`src/rtl/core/ipac_pkg.sv`:
```
// ----------------------------------------------------------------------------
// ipac_pkg
// Types, constants and helper functions of the address classifier.
// ----------------------------------------------------------------------------
package ipac_pkg;

	localparam int ADDR_W    = 64;
	localparam int CHUNK_W   = 16;
	localparam int NCHUNK    = 8;
	localparam int CHUNK_IDX_W = 3;
	localparam int CHUNK_TZ_W  = 4;
	localparam int TZ_W      = CHUNK_IDX_W + CHUNK_TZ_W;

	localparam int AF_W = 8;
	localparam int MF_W = 7;
	localparam int PL_W = 8;

	// Address flag bit positions.
	localparam int AF_WILDCARD  = 0;
	localparam int AF_BCAST     = 1;
	localparam int AF_ANY_BCAST = 2;
	localparam int AF_LOOPBACK  = 3;
	localparam int AF_LINKLOCAL = 4;
	localparam int AF_SITELOCAL = 5;
	localparam int AF_V4COMPAT  = 6;
	localparam int AF_V4MAPPED  = 7;

	// Multicast flag bit positions.
	localparam int MF_MCAST     = 0;
	localparam int MF_WELLKNOWN = 1;
	localparam int MF_NODELOCAL = 2;
	localparam int MF_LINKLOCAL = 3;
	localparam int MF_SITELOCAL = 4;
	localparam int MF_ORGLOCAL  = 5;
	localparam int MF_GLOBAL    = 6;

	localparam logic MODE_V4 = 1'b0;
	localparam logic MODE_V6 = 1'b1;

	localparam logic [PL_W-1:0] V4_BITS = 8'd32;
	localparam logic [PL_W-1:0] V6_BITS = 8'd128;

	// IPv4 classes.
	localparam logic [31:0] V4_ALL_ONES   = 32'hFFFFFFFF;
	localparam logic [7:0]  V4_BYTE_ONES  = 8'hFF;
	localparam logic [7:0]  V4_LOOP_NET   = 8'h7F;
	localparam logic [15:0] V4_LL_NET     = 16'hA9FE;
	localparam logic [7:0]  V4_PRIV_A     = 8'h0A;
	localparam logic [15:0] V4_PRIV_C     = 16'hC0A8;
	localparam logic [31:0] V4_PRIV_B_LO  = 32'hAC100000;
	localparam logic [31:0] V4_PRIV_B_HI  = 32'hAC1FFFFF;
	localparam logic [3:0]  V4_MC_NIB     = 4'hE;
	localparam logic [23:0] V4_MC_WK_NET  = 24'hE00000;
	localparam logic [7:0]  V4_MC_LL_NET  = 8'hE0;
	localparam logic [15:0] V4_MC_SITE    = 16'hEFFF;
	localparam logic [15:0] V4_MC_ORG     = 16'hEFC0;
	localparam logic [31:0] V4_MC_GLB_LO  = 32'hE0000100;
	localparam logic [31:0] V4_MC_GLB_HI  = 32'hEE000000;

	// IPv6 classes, tested on the first 16-bit word, and the v4-mapped tag.
	localparam logic [15:0] V6_PFX_MASK   = 16'hFFE0;
	localparam logic [15:0] V6_WK_MASK    = 16'hFFF0;
	localparam logic [15:0] V6_SCOPE_MASK = 16'hFFEF;
	localparam logic [15:0] V6_LL_PFX     = 16'hFE80;
	localparam logic [15:0] V6_SL_PFX     = 16'hFEC0;
	localparam logic [15:0] V6_MC_PFX     = 16'hFF00;
	localparam logic [15:0] V6_MC_NODE    = 16'hFF01;
	localparam logic [15:0] V6_MC_LINK    = 16'hFF02;
	localparam logic [15:0] V6_MC_SITE    = 16'hFF05;
	localparam logic [15:0] V6_MC_ORG     = 16'hFF08;
	localparam logic [15:0] V6_MC_GLB     = 16'hFF0F;
	localparam logic [31:0] V6_MAPPED_TAG = 32'h0000FFFF;

	typedef struct packed {
		logic s1;
		logic s2;
		logic s3;
	} stage_en_t;

	typedef struct packed {
		logic                                   mode;
		logic [AF_W-1:0]                        addr_flags;
		logic [MF_W-1:0]                        mc_flags;
		logic [NCHUNK-1:0]                      chunk_nz;
		logic [NCHUNK-1:0][CHUNK_TZ_W-1:0]      chunk_tz;
	} decode_t;

	// Trailing zeros of a 16-bit word by halving; a zero word is masked by chunk_nz.
	function automatic logic [CHUNK_TZ_W-1:0] tz16(input logic [CHUNK_W-1:0] v);
		logic [CHUNK_W-1:0]    x;
		logic [CHUNK_TZ_W-1:0] n;
		x = v;
		n = '0;
		if (x[7:0] == 8'h00) begin
			n[3] = 1'b1;
			x    = x >> 8;
		end
		if (x[3:0] == 4'h0) begin
			n[2] = 1'b1;
			x    = x >> 4;
		end
		if (x[1:0] == 2'b00) begin
			n[1] = 1'b1;
			x    = x >> 2;
		end
		if (!x[0]) begin
			n[0] = 1'b1;
		end
		return n;
	endfunction

	// Index of the lowest set bit of an 8-bit vector.
	function automatic logic [CHUNK_IDX_W-1:0] lsb8(input logic [NCHUNK-1:0] v);
		logic [NCHUNK-1:0]      x;
		logic [CHUNK_IDX_W-1:0] n;
		x = v;
		n = '0;
		if (x[3:0] == 4'h0) begin
			n[2] = 1'b1;
			x    = x >> 4;
		end
		if (x[1:0] == 2'b00) begin
			n[1] = 1'b1;
			x    = x >> 2;
		end
		if (!x[0]) begin
			n[0] = 1'b1;
		end
		return n;
	endfunction

endpackage

```
`src/rtl/core/ip_address_classifier_core.sv`:
```
// ----------------------------------------------------------------------------
// ip_address_classifier_core
// Classifies one IPv4 or IPv6 address per cycle into flags and a prefix length.
// ----------------------------------------------------------------------------
// Usage:
//   The item channel (item_valid/item_ready) carries the family selector mode
//   and the address in addr_hi/addr_lo. The result channel
//   (result_valid/result_ready) carries addr_flags, mc_flags and
//   prefix_length, one result per accepted item, in order.
//   An item is registered in the flag-compare stage, then the merge stage,
//   then the output stage, which drives the result ports. Throughput is
//   one item per cycle while result_ready is high. The three register
//   stages are the flag compares with per-word zero counts, the zero-count
//   merge, and the prefix subtraction that also forms the output register.
//   When the receiver holds result_ready low, the result stays on the ports
//   and the stages behind it keep filling; item_ready drops only once all
//   three stages hold an item.
//   Reset clears all stage valid bits; the block takes an item in the first
//   cycle after reset is released.
// ----------------------------------------------------------------------------
module ip_address_classifier_core (
	input  logic        clk,
	input  logic        arst_n,
	input  logic        item_valid,
	output logic        item_ready,
	input  logic        mode,
	input  logic [63:0] addr_hi,
	input  logic [63:0] addr_lo,
	output logic        result_valid,
	input  logic        result_ready,
	output logic [7:0]  addr_flags,
	output logic [6:0]  mc_flags,
	output logic [7:0]  prefix_length
);

	logic                valid_s1, valid_s2, valid_s3;
	ipac_pkg::stage_en_t en;
	ipac_pkg::decode_t   dec_s1;

	// A stage loads when it is empty or its contents move on this cycle.
	assign en.s3 = !valid_s3 || result_ready;
	assign en.s2 = !valid_s2 || en.s3;
	assign en.s1 = !valid_s1 || en.s2;

	assign item_ready   = en.s1;
	assign result_valid = valid_s3;

	always_ff @(posedge clk or negedge arst_n) begin
		if (!arst_n) begin
			valid_s1 <= 1'b0;
			valid_s2 <= 1'b0;
			valid_s3 <= 1'b0;
		end else begin
			if (en.s1) begin
				valid_s1 <= item_valid;
			end
			if (en.s2) begin
				valid_s2 <= valid_s1;
			end
			if (en.s3) begin
				valid_s3 <= valid_s2;
			end
		end
	end

	ipac_decode u_decode (
		.clk     (clk),
		.en      (en.s1),
		.mode    (mode),
		.addr_hi (addr_hi),
		.addr_lo (addr_lo),
		.dec_s1  (dec_s1)
	);

	ipac_prefix u_prefix (
		.clk              (clk),
		.en               (en),
		.dec_s1           (dec_s1),
		.addr_flags_s3    (addr_flags),
		.mc_flags_s3      (mc_flags),
		.prefix_length_s3 (prefix_length)
	);

endmodule

```
`src/rtl/core/ipac_decode.sv`:
```
// ----------------------------------------------------------------------------
// ipac_decode
// First stage: class and multicast flag compares, per-word zero counts.
// ----------------------------------------------------------------------------
module ipac_decode (
	input  logic               clk,
	input  logic               en,
	input  logic               mode,
	input  logic [63:0]        addr_hi,
	input  logic [63:0]        addr_lo,
	output ipac_pkg::decode_t  dec_s1
);

	logic [31:0]            a4;
	logic [15:0]            w0;
	logic [15:0]            sc;
	logic [127:0]           a128;
	logic [ipac_pkg::AF_W-1:0] af4, af6;
	logic [ipac_pkg::MF_W-1:0] mf4, mf6;
	ipac_pkg::decode_t      dec;

	assign a4 = addr_lo[31:0];
	assign w0 = addr_hi[63:48];
	assign sc = w0 & ipac_pkg::V6_SCOPE_MASK;

	always_comb begin
		af4 = '0;
		af4[ipac_pkg::AF_WILDCARD]  = (a4 == 32'h0);
		af4[ipac_pkg::AF_BCAST]     = (a4 == ipac_pkg::V4_ALL_ONES);
		af4[ipac_pkg::AF_ANY_BCAST] = (a4 == ipac_pkg::V4_ALL_ONES) ||
		                              (a4[7:0] == ipac_pkg::V4_BYTE_ONES);
		af4[ipac_pkg::AF_LOOPBACK]  = (a4[31:24] == ipac_pkg::V4_LOOP_NET);
		af4[ipac_pkg::AF_LINKLOCAL] = (a4[31:16] == ipac_pkg::V4_LL_NET);
		af4[ipac_pkg::AF_SITELOCAL] = (a4[31:24] == ipac_pkg::V4_PRIV_A) ||
		                              (a4[31:16] == ipac_pkg::V4_PRIV_C) ||
		                              ((a4 >= ipac_pkg::V4_PRIV_B_LO) &&
		                               (a4 <= ipac_pkg::V4_PRIV_B_HI));
		af4[ipac_pkg::AF_V4COMPAT]  = 1'b1;
		af4[ipac_pkg::AF_V4MAPPED]  = 1'b1;

		mf4 = '0;
		mf4[ipac_pkg::MF_MCAST]     = (a4[31:28] == ipac_pkg::V4_MC_NIB);
		mf4[ipac_pkg::MF_WELLKNOWN] = (a4[31:8] == ipac_pkg::V4_MC_WK_NET);
		mf4[ipac_pkg::MF_LINKLOCAL] = (a4[31:24] == ipac_pkg::V4_MC_LL_NET);
		mf4[ipac_pkg::MF_SITELOCAL] = (a4[31:16] == ipac_pkg::V4_MC_SITE);
		mf4[ipac_pkg::MF_ORGLOCAL]  = (a4[31:16] == ipac_pkg::V4_MC_ORG);
		mf4[ipac_pkg::MF_GLOBAL]    = (a4 >= ipac_pkg::V4_MC_GLB_LO) &&
		                              (a4 <= ipac_pkg::V4_MC_GLB_HI);

		af6 = '0;
		af6[ipac_pkg::AF_WILDCARD]  = (addr_hi == 64'h0) && (addr_lo == 64'h0);
		af6[ipac_pkg::AF_LOOPBACK]  = (addr_hi == 64'h0) && (addr_lo == 64'h1);
		af6[ipac_pkg::AF_LINKLOCAL] = ((w0 & ipac_pkg::V6_PFX_MASK) == ipac_pkg::V6_LL_PFX);
		af6[ipac_pkg::AF_SITELOCAL] = ((w0 & ipac_pkg::V6_PFX_MASK) == ipac_pkg::V6_SL_PFX);
		af6[ipac_pkg::AF_V4COMPAT]  = (addr_hi == 64'h0) && (addr_lo[63:32] == 32'h0);
		af6[ipac_pkg::AF_V4MAPPED]  = (addr_hi == 64'h0) &&
		                              (addr_lo[63:32] == ipac_pkg::V6_MAPPED_TAG);

		mf6 = '0;
		mf6[ipac_pkg::MF_MCAST]     = ((w0 & ipac_pkg::V6_PFX_MASK) == ipac_pkg::V6_MC_PFX);
		mf6[ipac_pkg::MF_WELLKNOWN] = ((w0 & ipac_pkg::V6_WK_MASK) == ipac_pkg::V6_MC_PFX);
		mf6[ipac_pkg::MF_NODELOCAL] = (sc == ipac_pkg::V6_MC_NODE);
		mf6[ipac_pkg::MF_LINKLOCAL] = (sc == ipac_pkg::V6_MC_LINK);
		mf6[ipac_pkg::MF_SITELOCAL] = (sc == ipac_pkg::V6_MC_SITE);
		mf6[ipac_pkg::MF_ORGLOCAL]  = (sc == ipac_pkg::V6_MC_ORG);
		mf6[ipac_pkg::MF_GLOBAL]    = (sc == ipac_pkg::V6_MC_GLB);
	end

	// An IPv4 address is counted as a 128-bit value with zero upper bits.
	assign a128 = (mode == ipac_pkg::MODE_V6) ? {addr_hi, addr_lo} : {96'h0, a4};

	always_comb begin
		dec.mode       = mode;
		dec.addr_flags = (mode == ipac_pkg::MODE_V6) ? af6 : af4;
		dec.mc_flags   = (mode == ipac_pkg::MODE_V6) ? mf6 : mf4;
		for (int i = 0; i < ipac_pkg::NCHUNK; i++) begin
			dec.chunk_nz[i] = |a128[i*ipac_pkg::CHUNK_W +: ipac_pkg::CHUNK_W];
			dec.chunk_tz[i] = ipac_pkg::tz16(a128[i*ipac_pkg::CHUNK_W +: ipac_pkg::CHUNK_W]);
		end
	end

	always_ff @(posedge clk) begin
		if (en) begin
			dec_s1 <= dec;
		end
	end

endmodule

```
`src/rtl/core/ipac_prefix.sv`:
```
// ----------------------------------------------------------------------------
// ipac_prefix
// Second and third stages: trailing-zero merge and prefix length.
// ----------------------------------------------------------------------------
module ipac_prefix (
	input  logic                       clk,
	input  ipac_pkg::stage_en_t        en,
	input  ipac_pkg::decode_t          dec_s1,
	output logic [ipac_pkg::AF_W-1:0]  addr_flags_s3,
	output logic [ipac_pkg::MF_W-1:0]  mc_flags_s3,
	output logic [ipac_pkg::PL_W-1:0]  prefix_length_s3
);

	logic [ipac_pkg::CHUNK_IDX_W-1:0] idx;
	logic                             mode_s2;
	logic                             zero_s2;
	logic [ipac_pkg::TZ_W-1:0]        tz_s2;
	logic [ipac_pkg::AF_W-1:0]        addr_flags_s2;
	logic [ipac_pkg::MF_W-1:0]        mc_flags_s2;
	logic [ipac_pkg::PL_W-1:0]        width;

	assign idx = ipac_pkg::lsb8(dec_s1.chunk_nz);

	always_ff @(posedge clk) begin
		if (en.s2) begin
			mode_s2       <= dec_s1.mode;
			zero_s2       <= ~|dec_s1.chunk_nz;
			tz_s2         <= {idx, dec_s1.chunk_tz[idx]};
			addr_flags_s2 <= dec_s1.addr_flags;
			mc_flags_s2   <= dec_s1.mc_flags;
		end
	end

	assign width = (mode_s2 == ipac_pkg::MODE_V6) ? ipac_pkg::V6_BITS : ipac_pkg::V4_BITS;

	always_ff @(posedge clk) begin
		if (en.s3) begin
			addr_flags_s3    <= addr_flags_s2;
			mc_flags_s3      <= mc_flags_s2;
			prefix_length_s3 <= zero_s2 ? '0 : (width - {1'b0, tz_s2});
		end
	end

endmodule

```
`config.mk`:
```
export PLATFORM = sky130hd
export DESIGN_NAME = ip_address_classifier_core
export DESIGN_NICKNAME = d
export VERILOG_FILES = /design/src/rtl/core/ipac_pkg.sv /design/src/rtl/core/ip_address_classifier_core.sv /design/src/rtl/core/ipac_decode.sv /design/src/rtl/core/ipac_prefix.sv
export SDC_FILE = /design/constraint.sdc
export NUM_CORES = 1
export LEC_CHECK = 0
export ABC_AREA = 0
export BUFFER_PORTS_ARGS = -buffer_cell sky130_fd_sc_hd__buf_2
export CAP_MARGIN = 20
export CORE_UTILIZATION = 30
export DETAILED_ROUTE_END_ITERATION = 6
export HOLD_SLACK_MARGIN = 0.1
export PLACE_DENSITY = 0.47
export REMOVE_ABC_BUFFERS = 1
export SYNTH_ARGS = -nofsm -noshare
export SYNTH_HDL_FRONTEND = slang
export SYNTH_HIERARCHICAL = 1
export SYNTH_SLANG_ARGS = --single-unit
```
`constraint.sdc`:
```
create_clock -name clk -period 2.7 [get_ports clk]
set_input_delay 0.135 -clock clk [delete_from_list [all_inputs] [get_ports clk]]
set_output_delay 0.135 -clock clk [all_outputs]
set_load 0.02 [all_outputs]
```
==> results.cfg <==
[finish]
nFillCells = 1904
area_growth_syn_to_layout_pct = 24.3
final_cell_mix = buf_2 (157), edfxtp_1 (103), nor2_1 (69), nand2_1 (44), nor4_1 (28)
insertedDiodeCount = 0
layout.nets = 849
final_cell_area_sq_um = 7190
drive_above_1_share = 0.281
utilization = 0.382
final_common_cell = buf_2

[pwr]
clkPwrFrac = 0.328
swShare = 0.256
p_int_uw = 2980
seq_power_share = 0.520
powerDensity_nw_per_um2 = 557
combPwrFrac = 0.152
vdd_drop_max_v = 0.000275
switchingPower_uw = 1030
p_leak_uw = 0.00280
total_power_uw = 4010

[timing]
fmax_mhz = 490
setup_viol = 0
tns_ps = 0
layout_setup_ws_ps = 659
hold_viol = 0
worstMarginPinSlew_ps = 745
maxSlewHeadroom = 0.499
period_needed_ps = 2040
finalCritPeriodShare = 0.756
finClkSkew_ps = 8.05
rsz0062_at_grt = no
final_max_slew_viol_count = 0

[die]
dieWidth_um = 141
design.die.area_sq_um = 19800
placementRows = 50
initial_core_util = 0.307
die_h_um = 141
coreArea_sq_um = 18800
ios = 158

[global_route]
grt_pass1_vias = 4905
grt_pass1_wl_mm = 25.5
grt_usage = 0.165
grt_start_max_net_pins = 46
grt-ovfl-total = 0
antenna_found_initial = 0

[logic_synthesis]
synth_warnings = 6
syn_area_per_cell_sq_um = 10.5
synth-edff-count = 103
synth-seq-cells = 106
ys_types = 73
synth_area_sq_um = 5780
syn_inst = 551
synthArstFlopShare = 0.0283
seq_area_frac_synth = 0.548
synth-main-ff-cell = edfxtp_1

[placed_design]
pre_cts_slack_ps = 319
dpl-instance-area_sq_um = 6860
io_buffers = 157
gp_congestion = 0.870
dp_hpwl_mm = 12.5

[drt]
vias = 5100
detail_route.first_pass.iterations = 5
post_drt_wl_per_cell_um = 16.4
drc = 0
drt_iter0_drc = 468
ant_nets = 0
via_per_inst = 5.21
wl_mm = 16.0

[clock_tree]
cts_buffer_depth = 2
cts_tree = yes
clk_pin_slew_worst_paths_ps = 70
cts_sinks = 106
cts-resized-gates = 0
h-tree-depth = 3
root_buffer = clkbuf_16
clk-insertion-delay-late_ps = 350
cts_buffers = 9

[critical_path]
setup.worst_path.start = addr_hi[48]
crit_arrival_ps = 2220
r2r_start = u_decode/dec_s1[33]
setup.worst_path.end_class = flip-flop
cp_max_fo = 6
path_class = input pin to flip-flop
start_kind = input pin
crit_required_ps = 2880

[status]
outcome = finished, final reports clean

[min_path]
hp-class = input pin to flip-flop
hp-start = addr_lo[0]

[job]
cap_violations = 0
[cell families (layout without fill, tap and decap cells)]
kind of cell,after synthesis,in the layout,share of synthesized area
flops,106,106,0.548
buf+inv,41,209,0.0370
xor+xnor,4,4,0.00606
fa+ha+maj,2,2,0.00433
compound gates,137,137,0.163
simple gates,261,261,0.242
[worst max-delay path: stages]
cell and delay, ps:
buf_2 140, or4_4 550, or4_1 570, nor4_4 360
nand4_2 180, a211oi_1 270
[area by class of cell]
cell class / count / area [sq um] / area share
clock buffers: 11 / 233 / 0.0324
clock inverters: 5 / 62.6 / 0.00870
inverters: 23 / 88.8 / 0.0124
multi-input cells: 404 / 2410 / 0.335
flip-flops and latches: 106 / 3170 / 0.441
well taps: 260 / 325 / 0.0453
repair buffers: 170 / 903 / 0.126
[metrics by stage]
stage / instances / hold slack [ps]
after floorplan: 533 / -161
after global placement: 960 / -67.7
after detailed placement: 960 / -65.8
after CTS: 979 / 157
after global routing: 979 / 177
final: 979 / 178
[power groups by stage]
stage                     Clock (uW)  Combinational [uW]  Sequential (uW)
after floorplan                    0                 238             2170
after global placement             0                 601             2120
after detailed placement           0                 608             2130
after CTS                       1350                 613             2090
after global routing            1410                 675             2100
final                           1310                 609             2080
[state kept, by name (all words and copies together) (netlist names)]
signal / count
u_prefix/addr_flags_s2: 8
result_valid: 1
valid_s2: 1
u_prefix/prefix_length_s3: 8
u_decode/dec_s1: 56
u_prefix/zero_s2: 1
u_prefix/mode_s2: 1
u_prefix/tz_s2: 7
u_prefix/mc_flags_s2: 7
u_prefix/mc_flags_s3: 7
u_prefix/addr_flags_s3: 8
valid_s1: 1
[worst paths after layout]
| path | end | slack, ps | cells past startpoint |
|---|---|---|---|
| worst min-delay path | u_decode/dec_s1[2] | 180 | 2 |
| worst min register to register | u_prefix/addr_flags_s2[5] | 420 | 0 |
| worst max-delay path | u_decode/dec_s1[47] | 660 | 6 |
| min in group asynchronous | valid_s2 | 650 | 3 |
| worst max register to register | u_prefix/tz_s2[0] | 670 | 5 |
| max in group asynchronous | valid_s1 | 1910 | 3 |
[timing repair]
action | CTS | global route
setup buffers | 0 | 0
hold endpoints to repair | 4 | 0
hold buffers | 3 | 0
[synth_stat cells (3+ instances only)]
cell | n | area, sq um
nand3b_1 | 6 | 45.0
nor4_1 | 28 | 175
a41oi_1 | 6 | 52.6
nor2b_1 | 8 | 50.1
edfxtp_1 | 103 | 3090
o41ai_1 | 3 | 26.3
nor3_1 | 22 | 110
nand2_1 | 44 | 165
and3_1 | 3 | 18.8
inv_1 | 21 | 78.8
o21a_1 | 3 | 22.5
a31oi_1 | 12 | 75.1
nand4_1 | 17 | 106
a21o_1 | 8 | 60.1
o21bai_1 | 4 | 30.0
a211oi_1 | 5 | 37.5
a32o_1 | 4 | 40.0
nor4b_1 | 4 | 35.0
or3_1 | 6 | 37.5
o21ai_0 | 19 | 95.1
buf_6 | 6 | 67.6
nand3_1 | 16 | 80.1
o211ai_1 | 4 | 30.0
a221oi_1 | 3 | 26.3
nand2b_1 | 10 | 62.6
xor2_1 | 3 | 26.3
nor2_1 | 69 | 259
or4_1 | 6 | 45.0
a21oi_1 | 27 | 135
o22ai_1 | 12 | 75.1
a221o_1 | 3 | 30.0
and2_1 | 4 | 25.0
o31ai_1 | 4 | 30.0
dfrtp_1 | 3 | 75.1
clkbuf_1 | 8 | 30.0
[layer usage]
layer	up-vias	global-route usage	part of all wire
li1	2496	-	-
met3	14	0.0224	0.045
met1	2428	0.224	0.46
met2	162	0.273	0.48
met4	0	0.0526	0.015
met5	-	0	0
Power figures use the tool's default switching activity.
